$ cat src/hw/rtl/assert_macros.svh
// ----------------------------------------------------------------------------
// Assertion macros
// Shared helpers for concurrent checks, clocked on i_clk, off in reset.
// ----------------------------------------------------------------------------
`ifndef ASSERT_MACROS_SVH
`define ASSERT_MACROS_SVH

// Property must hold at every clock edge outside reset.
`define ASSERT_ALWAYS(label, prop, msg) \
    label: assert property (@(posedge i_clk) disable iff (!i_rst_n) (prop)) \
        else $error(msg);

// Antecedent at one edge implies consequent at the same edge.
`define ASSERT_IMPLIES(label, ante, cons, msg) \
    label: assert property (@(posedge i_clk) disable iff (!i_rst_n) \
        (ante) |-> (cons)) else $error(msg);

// Antecedent at one edge implies consequent at the next edge.
`define ASSERT_NEXT(label, ante, cons, msg) \
    label: assert property (@(posedge i_clk) disable iff (!i_rst_n) \
        (ante) |=> (cons)) else $error(msg);

`endif

$ cat src/hw/rtl/modinv_pkg.sv
// ----------------------------------------------------------------------------
// Modular inverse package
// Controller state type for the extended Euclidean sequencer.
// ----------------------------------------------------------------------------
package modinv_pkg;

    typedef enum logic [2:0] {
        ST_IDLE,    // waiting for an input transfer
        ST_CHECK,   // test divisor, launch next quotient step
        ST_DIV,     // bit-serial division in progress
        ST_DONE     // result ready to move to the output register
    } t_state;

endpackage

$ cat src/hw/rtl/modinv_divstep.sv
// ----------------------------------------------------------------------------
// Bit-serial quotient step
// Restoring division of dividend by divisor, one quotient bit per cycle,
// MSB first. Each quotient bit also folds the multiplicand into a running
// product, so quotient * multiplicand is ready with the remainder.
// ----------------------------------------------------------------------------
module modinv_divstep #(
    parameter int W = 31
) (
    input  logic         i_clk,
    input  logic         i_rst_n,
    input  logic         i_start,
    input  logic [W-1:0] i_dividend,
    input  logic [W-1:0] i_divisor,
    input  logic [W-1:0] i_mult,
    output logic         o_busy,
    output logic         o_done,
    output logic [W-1:0] o_rem,
    output logic [W-1:0] o_prod
);

    localparam int CW = $clog2(W);

    logic          r_busy, r_done;
    logic [CW-1:0] r_cnt;
    logic [W-1:0]  r_dvd, r_dsr, r_mul, r_rem, r_acc;

    logic [W:0]    rem_sh, diff;
    logic          ge;
    logic [W-1:0]  n_rem, n_acc;

    always_comb begin
        rem_sh = {r_rem, r_dvd[W-1]};
        diff   = rem_sh - {1'b0, r_dsr};
        ge     = (rem_sh >= {1'b0, r_dsr});
        n_rem  = ge ? diff[W-1:0] : rem_sh[W-1:0];
        // product grows MSB first: acc = 2*acc + qbit*mult
        n_acc  = {r_acc[W-2:0], 1'b0} + (ge ? r_mul : '0);
    end

    always_ff @(posedge i_clk) begin
        if (!i_rst_n) begin
            r_busy <= 1'b0;
            r_done <= 1'b0;
        end else begin
            r_done <= 1'b0;
            if (i_start) begin
                r_busy <= 1'b1;
            end else if (r_busy && r_cnt == '0) begin
                r_busy <= 1'b0;
                r_done <= 1'b1;
            end
        end
    end

    always_ff @(posedge i_clk) begin
        if (i_start) begin
            r_cnt <= CW'(W - 1);
            r_dvd <= i_dividend;
            r_dsr <= i_divisor;
            r_mul <= i_mult;
            r_rem <= '0;
            r_acc <= '0;
        end else if (r_busy) begin
            r_cnt <= r_cnt - 1'b1;
            r_dvd <= {r_dvd[W-2:0], 1'b0};
            r_rem <= n_rem;
            r_acc <= n_acc;
        end
    end

    assign o_busy = r_busy;
    assign o_done = r_done;
    assign o_rem  = r_rem;
    assign o_prod = r_acc;

endmodule

$ cat src/hw/rtl/modular_inverse.sv
// ----------------------------------------------------------------------------
// Modular inverse
// Inverse of value modulo modulus by the extended Euclidean algorithm, with
// unsigned cofactors and a parity bit; returns 0 and flags no_inverse when
// the gcd is not 1.
// ----------------------------------------------------------------------------
// One item at a time. Each Euclidean quotient step is one run of the
// bit-serial restoring divider, which yields one quotient bit per cycle;
// the number of steps is at most about 1.44 * VALUE_BITS (45 for 31 bits).
// A finished result sits in an output register while the next input
// transfer is taken. Input tdata: value in the low VALUE_BITS bits,
// modulus above it. Output tdata carries the inverse and tuser the
// no_inverse flag.
module modular_inverse #(
    parameter int VALUE_BITS = 31
) (
    input  logic                                   i_clk,
    input  logic                                   i_rst_n,
    input  logic                                   s_axis_tvalid,
    output logic                                   s_axis_tready,
    // value, modulus (from bit 0 up), zero padded to bytes
    input  logic [((2*VALUE_BITS+7)/8)*8-1:0]      s_axis_tdata,
    output logic                                   m_axis_tvalid,
    input  logic                                   m_axis_tready,
    // inverse, zero padded to bytes
    output logic [((VALUE_BITS+7)/8)*8-1:0]        m_axis_tdata,
    // no_inverse
    output logic [0:0]                             m_axis_tuser
);

    import modinv_pkg::*;

    localparam int W     = VALUE_BITS;
    localparam int OUT_W = ((VALUE_BITS + 7) / 8) * 8;

    t_state         r_state, n_state;
    logic [W-1:0]   r_r_prev, r_r_cur, r_c_prev, r_c_cur, r_mod;
    logic           r_odd;
    logic [W-1:0]   r_inv;
    logic           r_no_inv, r_out_valid;

    logic           in_xfer, out_free, div_start, div_busy, div_done;
    logic           load_out;
    logic [W-1:0]   div_rem, div_prod;
    logic           n_no_inv;
    logic [W-1:0]   n_inv;

    modinv_divstep #(.W(W)) u_divstep (
        .i_clk      (i_clk),
        .i_rst_n    (i_rst_n),
        .i_start    (div_start),
        .i_dividend (r_r_prev),
        .i_divisor  (r_r_cur),
        .i_mult     (r_c_cur),
        .o_busy     (div_busy),
        .o_done     (div_done),
        .o_rem      (div_rem),
        .o_prod     (div_prod)
    );

    assign in_xfer  = s_axis_tvalid && s_axis_tready;
    assign out_free = !r_out_valid || m_axis_tready;

    always_comb begin
        n_state       = r_state;
        s_axis_tready = 1'b0;
        div_start     = 1'b0;
        load_out      = 1'b0;
        case (r_state)
            ST_IDLE: begin
                s_axis_tready = 1'b1;
                if (s_axis_tvalid) begin
                    n_state = ST_CHECK;
                end
            end
            ST_CHECK: begin
                if (r_r_cur != '0) begin
                    div_start = 1'b1;
                    n_state   = ST_DIV;
                end else begin
                    n_state = ST_DONE;
                end
            end
            ST_DIV: begin
                if (div_done) begin
                    n_state = ST_CHECK;
                end
            end
            ST_DONE: begin
                if (out_free) begin
                    load_out = 1'b1;
                    n_state  = ST_IDLE;
                end
            end
            default: n_state = ST_IDLE;
        endcase
    end

    // gcd sits in r_r_prev once the remainder chain ends
    always_comb begin
        n_no_inv = (r_r_prev != W'(1));
        if (n_no_inv) begin
            n_inv = '0;
        end else if (r_odd) begin
            n_inv = r_mod - r_c_prev;
        end else begin
            n_inv = r_c_prev;
        end
    end

    always_ff @(posedge i_clk) begin
        if (!i_rst_n) begin
            r_state     <= ST_IDLE;
            r_out_valid <= 1'b0;
        end else begin
            r_state <= n_state;
            if (load_out) begin
                r_out_valid <= 1'b1;
            end else if (m_axis_tready) begin
                r_out_valid <= 1'b0;
            end
        end
    end

    always_ff @(posedge i_clk) begin
        if (in_xfer) begin
            r_r_prev <= s_axis_tdata[W-1:0];
            r_r_cur  <= s_axis_tdata[2*W-1:W];
            r_mod    <= s_axis_tdata[2*W-1:W];
            r_c_prev <= W'(1);
            r_c_cur  <= '0;
            r_odd    <= 1'b0;
        end else if (r_state == ST_DIV && div_done) begin
            r_r_prev <= r_r_cur;
            r_r_cur  <= div_rem;
            r_c_prev <= r_c_cur;
            r_c_cur  <= r_c_prev + div_prod;
            r_odd    <= !r_odd;
        end
        if (load_out) begin
            r_inv    <= n_inv;
            r_no_inv <= n_no_inv;
        end
    end

    assign m_axis_tvalid   = r_out_valid;
    assign m_axis_tdata    = OUT_W'(r_inv);
    assign m_axis_tuser[0] = r_no_inv;

    `include "assert_macros.svh"

    `ASSERT_IMPLIES(a_div_nonzero, r_state == ST_DIV, r_r_cur != '0,
        "division by zero remainder")
    `ASSERT_IMPLIES(a_done_in_div, div_done, r_state == ST_DIV,
        "divider finished outside a step")
    `ASSERT_IMPLIES(a_idle_quiet, r_state == ST_IDLE, !div_busy,
        "divider busy while idle")
    `ASSERT_NEXT(a_hold_result, r_state == ST_DONE && r_out_valid && !m_axis_tready,
        r_state == ST_DONE && r_out_valid, "result overwrote pending output")

endmodule
$ cat config.mk
export PLATFORM = sky130hd
export DESIGN_NAME = modular_inverse
export DESIGN_NICKNAME = d
export VERILOG_FILES = /design/src/hw/rtl/modinv_pkg.sv /design/src/hw/rtl/modinv_divstep.sv /design/src/hw/rtl/modular_inverse.sv
export VERILOG_INCLUDE_DIRS = /design/src /design/src/hw/rtl
export SDC_FILE = /design/constraint.sdc
export NUM_CORES = 1
export LEC_CHECK = 0
export BUFFER_PORTS_ARGS = -buffer_cell sky130_fd_sc_hd__buf_4
export CELL_PAD_IN_SITES_DETAIL_PLACEMENT = 1
export CELL_PAD_IN_SITES_GLOBAL_PLACEMENT = 2
export CORE_UTILIZATION = 43
export DETAILED_ROUTE_END_ITERATION = 8
export GPL_ROUTABILITY_DRIVEN = 0
export GPL_TIMING_DRIVEN = 0
export PLACE_DENSITY_LB_ADDON = 0.25
export SLEW_MARGIN = 15
export SYNTH_ARGS = -nofsm -noshare
export SYNTH_HDL_FRONTEND = slang
export SYNTH_HIERARCHICAL = 1
export SYNTH_SLANG_ARGS = --single-unit
$ cat constraint.sdc
create_clock -name i_clk -period 11.7 [get_ports i_clk]
set_input_delay 2.34 -clock i_clk [delete_from_list [all_inputs] [get_ports i_clk]]
set_output_delay 2.34 -clock i_clk [all_outputs]
set_load 0.05 [all_outputs]
Word level (Yosys, flattened, before mapping)
Cells that the tools add are included.
{"block": "totals", "regBits": 354, "inputBits": 68, "output_inout_bits": 35, "word_cells": 71}
{"block": "classes", "add_sub_neg": 5, "order_cmp": 1, "eq_ne": 7, "mux": 24, "n_bitwise": 1, "n_reduce_logical": 15}
{"operator": "31-bit two-way mux", "count": 9}
{"operator": "31-bit adder", "count": 2}
{"operator": "31-bit subtractor", "count": 2}
{"operator": "32-bit by 31-bit greater-or-equal comparator with 1-bit output", "count": 1}
{"operator": "31-bit by 1-bit != test with 1-bit output, second input constant", "count": 1}
{"operator": "31-bit nonzero test", "count": 1}
{"operator": "3-bit case mux with 4 select lines", "count": 1}
{"operator": "1-bit two-way mux", "count": 11}
{"operator": "3-bit two-way mux", "count": 3}
{"operator": "2-bit nonzero test", "count": 4}
{"operator": "3-bit by 2-bit equality test with 1-bit output, second input constant", "count": 2}
{"operator": "5-bit logical NOT", "count": 1}
{"operator": "5-bit by 1-bit subtractor with 5-bit output, second input constant", "count": 1}
{"operator": "2-bit != test, second input constant", "count": 2}
{"operator": "3-bit by 1-bit equality test with 1-bit output, second input constant", "count": 1}
{"operator": "1-bit logical AND", "count": 3}
{"operator": "3-bit logical NOT", "count": 1}
{"operator": "3-bit AND reduction", "count": 1}
{"operator": "1-bit logical NOT", "count": 2}
{"operator": "2-bit by 1-bit != test with 1-bit output, second input constant", "count": 1}
{"operator": "2-bit OR reduction", "count": 1}
{"operator": "1-bit logical OR", "count": 1}
{"operator": "1-bit NOT", "count": 1}

Depth between registers and ports, before layout
{"block": "logic_depth", "depth_word": 5, "ltp_mapped": 22, "ltp_nobuf": 20}

Hierarchy
Netlist, hierarchy kept.
{"mod": "modular_inverse", "n_inst": 1, "cells_per_inst": 1164, "area_each_um2": 10641.5, "seq_area_each_um2": 5074.9}
{"mod": "modinv_divstep", "n_inst": 1, "cells_per_inst": 946, "area_each_um2": 9330.2, "seq_area_each_um2": 4174.0}

Worst setup path before layout
No wires, ideal clock.
{"block": "synth_path", "kind": "reg-to-reg", "from": "reg r_state[0]", "to": "reg u_divstep.r_dvd[0] (enable)", "arrival_ns": 6.818, "required_time_ns": 11.312, "slack_ns": 4.494, "path_stages_with_launch": 5, "n_path_buf": 1, "period_less_slack_ns": 7.206, "cell_sequence": "dfxtp_1 > clkbuf_1 > nor3b_1 > nor2_1 > inv_1"}
{"block": "synth_via", "elab_chain_cells": 3}
{"element": "start, declared", "line": "modular_inverse.sv:36", "text": "t_state r_state, n_state;"}
{"element": "start signal, assigned", "line": "modular_inverse.sv:116", "text": "r_state <= n_state;"}
{"element": "3-bit by 1-bit equality test with 1-bit output", "line": "modular_inverse.sv:69", "text": "case (r_state)"}
{"element": "1-bit two-way mux", "line": "modular_inverse.sv:69"}
{"element": "net div_start", "line": "modular_inverse.sv:42", "text": "logic in_xfer, out_free, div_start, div_busy, div_done;"}
{"element": "2-bit nonzero test (no line)"}
{"element": "end signal, assigned", "line": "modinv_divstep.sv:59", "text": "r_dvd <= i_dividend;"}
{"element": "end signal, assigned", "line": "modinv_divstep.sv:66", "text": "r_dvd <= {r_dvd[W-2:0], 1'b0};"}
{"element": "end, declared", "line": "modinv_divstep.sv:26", "text": "logic [W-1:0] r_dvd, r_dsr, r_mul, r_rem, r_acc;"}
The timed path passes the listed nets, and every way through them passes these cells.
A chain may end at the register's enable or synchronous reset.

Final worst setup path
{"block": "layout_path", "from": "reg u_divstep.r_dsr[23]", "to": "reg u_divstep.r_acc[30] (netlist: u_divstep/o_prod[30])"}
{"block": "layout_via", "elab_chain_cells": 3}
{"element": "start, declared", "line": "modinv_divstep.sv:26"}
{"element": "start signal, assigned", "line": "modinv_divstep.sv:60", "text": "r_dsr <= i_divisor;"}
{"element": "32-bit by 31-bit greater-or-equal comparator with 1-bit output", "line": "modinv_divstep.sv:35", "text": "ge = (rem_sh >= {1'b0, r_dsr});"}
{"element": "31-bit two-way mux", "line": "modinv_divstep.sv:38", "text": "n_acc = {r_acc[W-2:0], 1'b0} + (ge ? r_mul : '0);"}
{"element": "31-bit adder", "line": "modinv_divstep.sv:38"}
{"element": "end signal, assigned", "line": "modinv_divstep.sv:68", "text": "r_acc <= n_acc;"}
{"element": "end, declared", "line": "modinv_divstep.sv:26"}
Every way passes these cells.

==> impl_metrics.tcl <==
set metrics [dict create \
    final_cells 2893 \
    core_area_mm2 0.0456 \
    synth_nets 2304 \
    maxCapViolations 0 \
    clkSlewWorstSetupHoldPaths_ns 0.06 \
    synth_top_family_by_area "simple AND/OR/NAND/NOR gates" \
    dieArea_mm2 0.0473 \
    vias 16700 \
    h-tree-depth 2 \
    holdBufCountCts 0 \
    startpoint_type "flip-flop" \
    drc 0 \
    fin_setup_tns_ns 0 \
    power_w 0.00473 \
    ios 103 \
    synthAdderAreaFrac 0.0804 \
    vias_per_cell 5.78 \
    ys_seq_area_frac 0.463 \
    overflow 0 \
    rsz0062_at_grt "no" \
    routedWlPerCell_um 23.4 \
    fin_area_mm2 0.0230 \
    grt_usage 0.287 \
    grt_pass1_wl_mm 102 \
    dr.pass1.iters 5 \
    synth-compound-area-share 0.167 \
    cts.repair.resized 0 \
    setup_viol 0 \
    synth_top_area_share 0.328 \
    clk_path_buf_depth 3 \
    dpl.hpwl_mm 52.4 \
    async_flop_share 0 \
    io_buffers 99 \
    fillers 5167 \
    tightest_slew_ns 1.13 \
    start_util 0.438 \
    slew_violations 0 \
    required_ns 12.16 \
    placed_cells 2818 \
    p_per_area_mw_per_mm2 206 \
    status "complete, no violations" \
    grt_max_degree 63 \
    fp.dieH_um 218 \
    max_freq_ghz 0.160 \
    fin_nets 2456 \
    yosysTopAreaCell "edfxtp_1" \
    n_antenna_cell 0 \
    final_layout_size_suffix_gt1_frac 0.109 \
    hp-class "reg -> reg" \
    crit_arrival_ns 6.69 \
    hold_viol 0 \
    clk_latency_ns 0.59 \
    postRouteAntennaNets 0 \
    synthXorXnorAreaFrac 0.0402 \
    root_buffer "clkbuf_16" \
    synth.top_cells.by_area "edfxtp_1, dfxtp_1, ha_1, nand2_1, a21oi_1" \
    first_global_vias 16800 \
    skew_ns 0.0478 \
    rows 78 \
    cts_tree "yes" \
    min_period_ns 6.23 \
    cts_made_buffers 42 \
    ys_ff_latch 353 \
    crit_type "reg -> reg" \
    area_growth_pct 15.1 \
    crit_fanout 10 \
    synth_edf_count 218 \
    yosysUniqueCellTypes 91 \
    endpoint_kind "flip-flop" \
    whs_ns 0.457 \
    syn_area_mm2 0.0200 \
    synth.area.mux_share 0.0420 \
    die_w_um 218 \
    clock_sinks 353 \
    synth-warning-count 6 \
    post-route-period-util 0.533 \
    synth_ff_type "edfxtp_1" \
    synth_cells 2110 \
    peakVddDrop_v 0.000121 \
    antenna_found_initial 0 \
    slew_headroom 0.242 \
    post-cts-setup-buffers 0 \
    routed_wl_mm 67.8 \
    dpl-instance-area_mm2 0.0216 \
    synth_area_per_cell_um2 9.47 \
    synthSimpleGateAreaFrac 0.168 \
    leakage_nw 9.15 \
    drtIter0Drc 1267 \
]
==> state kept, by name (all words and copies together), names as in the netlist, 5 cells and up <==
register          flops
r_r_cur              31
r_r_prev             31
r_mod                31
u_divstep/r_dvd      31
u_divstep/o_prod     31
u_divstep/o_rem      31
u_divstep/r_mul      31
u_divstep/r_cnt       5
r_inv                31
r_c_cur              31
u_divstep/r_dsr      31
r_c_prev             31
==> worst max-delay path, cell delays in order, from the launching register on <==
cell      delay [ns]
edfxtp_1        0.49
inv_1           0.10
ha_1            0.40
nand2_1         0.15
o21ai_0         0.50
or2_2           0.21
o21ba_2         0.17
o31ai_4         0.31
buf_2           0.38
clkbuf_1        0.40
nand2_1         0.19
inv_1           0.10
ha_1            0.24
a211o_1         0.32
a21oi_1         0.23
o21ai_1         0.18
nand3_1         0.13
o221ai_1        0.18
o41ai_1         0.86
xnor3_1         0.32
a211oi_1        0.24
==> power by group <==
| group | switching (W) | internal (W) | total (W) | leakage (nW) |
|---|---|---|---|---|
| clock | 0.000555 | 0.000793 | 0.00135 | 0.677 |
| combinational | 0.00100 | 0.000620 | 0.00162 | 5.31 |
| sequential | 0.000207 | 0.00155 | 0.00176 | 3.16 |
==> cell usage in the layout (no fill, tap or decap), drive strengths merged, types with 5 or more instances in the layout <==
cell     instances
and2            37
o21ai          104
o221ai           6
xor2            34
nor2           149
o211ai           6
o21bai          16
clkbuf         123
and3             9
a311oi           6
nor3            29
o31ai            9
nand2b          10
ha             122
nand4           17
inv            108
mux2i           50
nand3           27
a21o            66
and4             5
or3             14
a221oi           5
buf            127
a2111oi          5
edfxtp         218
o21a            22
a21boi           9
clkinv          12
or2              6
a211oi          35
nor2b           17
dfxtp          135
xnor2           55
a21oi          170
nor4            16
mux2            30
nand2          393
a31oi           13
bufinv           5
==> synth_stat cells, types with 6 or more instances <==
cell and instances:
o21ai_0 88, nor3_1 28, a211oi_1 35, buf_1 9, xnor2_1 55, a21boi_0 7, or3_1 14, nor2b_1 16
dfxtp_1 135, a31oi_1 13, inv_1 104, nand2b_1 10, ha_1 122, nand2_1 393, a21o_1 62, a311oi_1 6
mux2i_1 50, and3_1 8, edfxtp_1 218, o21ai_1 13, and2_1 36, mux2_2 30, o31ai_1 8, o21a_1 22
xor2_1 34, nor4_1 16, clkbuf_1 65, o211ai_1 6, o21bai_1 16, nor2_1 149, buf_2 6, nand3_1 26
nand4_1 17, a21oi_1 168
==> cell type report <==
type                       count  area [µm²]  area share
timing repair buffer         108         855      0.0372
inverter                     105         397      0.0173
clock buffer                  54        1120      0.0485
buffer                        88         389      0.0169
tap                          600         751      0.0327
sequential                   353        9250       0.402
clock inverter                21         283      0.0123
multi-input combinational   1564        9950       0.433
==> logic make-up (layout without fill, tap and decap cells) <==
logic type | count (synthesis) | count (layout)
flip-flops | 353 | 353
other | 1 | 1
XOR/XNOR | 90 | 90
AO/OA/AOI/OAI | 515 | 515
AND/OR/NAND/NOR | 752 | 752
adder cells (fa/ha/maj) | 126 | 126
multiplexers | 80 | 80
buffers and inverters | 193 | 376
==> per-stage QoR <==
stage / setup slack, ns / util
floorplan: 4.49 / -
global placement: -0.817 / 0.471
detailed placement: 5.60 / 0.474
CTS: 5.52 / 0.504
global route: 5.15 / 0.504
finish: 5.47 / 0.504
==> per-layer routing <==
| layer | vias to the layer above | global-route usage | part of all wire | wire length, µm |
|---|---|---|---|---|
| met3 | 69 | 0.0301 | 0.055 | 3760 |
| met5 | - | 0 | 0 | 0 |
| met4 | 0 | 0.0749 | 0.020 | 1380 |
| met1 | 8333 | 0.433 | 0.49 | 33400 |
| li1 | 7853 | - | - | - |
| met2 | 477 | 0.433 | 0.43 | 29300 |
==> final timing paths <==
path | startpoint | endpoint | slack [ns] | cells after the start
hold / removal | r_c_cur[5] | u_divstep/r_mul[5] | 0.46 | 0
setup reg to reg | u_divstep/r_dsr[23] | u_divstep/o_prod[30] | 5.47 | 20
setup / recovery | u_divstep/r_dsr[23] | u_divstep/o_prod[30] | 5.47 | 20
hold reg to reg | r_c_cur[5] | u_divstep/r_mul[5] | 0.46 | 0
(Power assumes the default switching activity.)
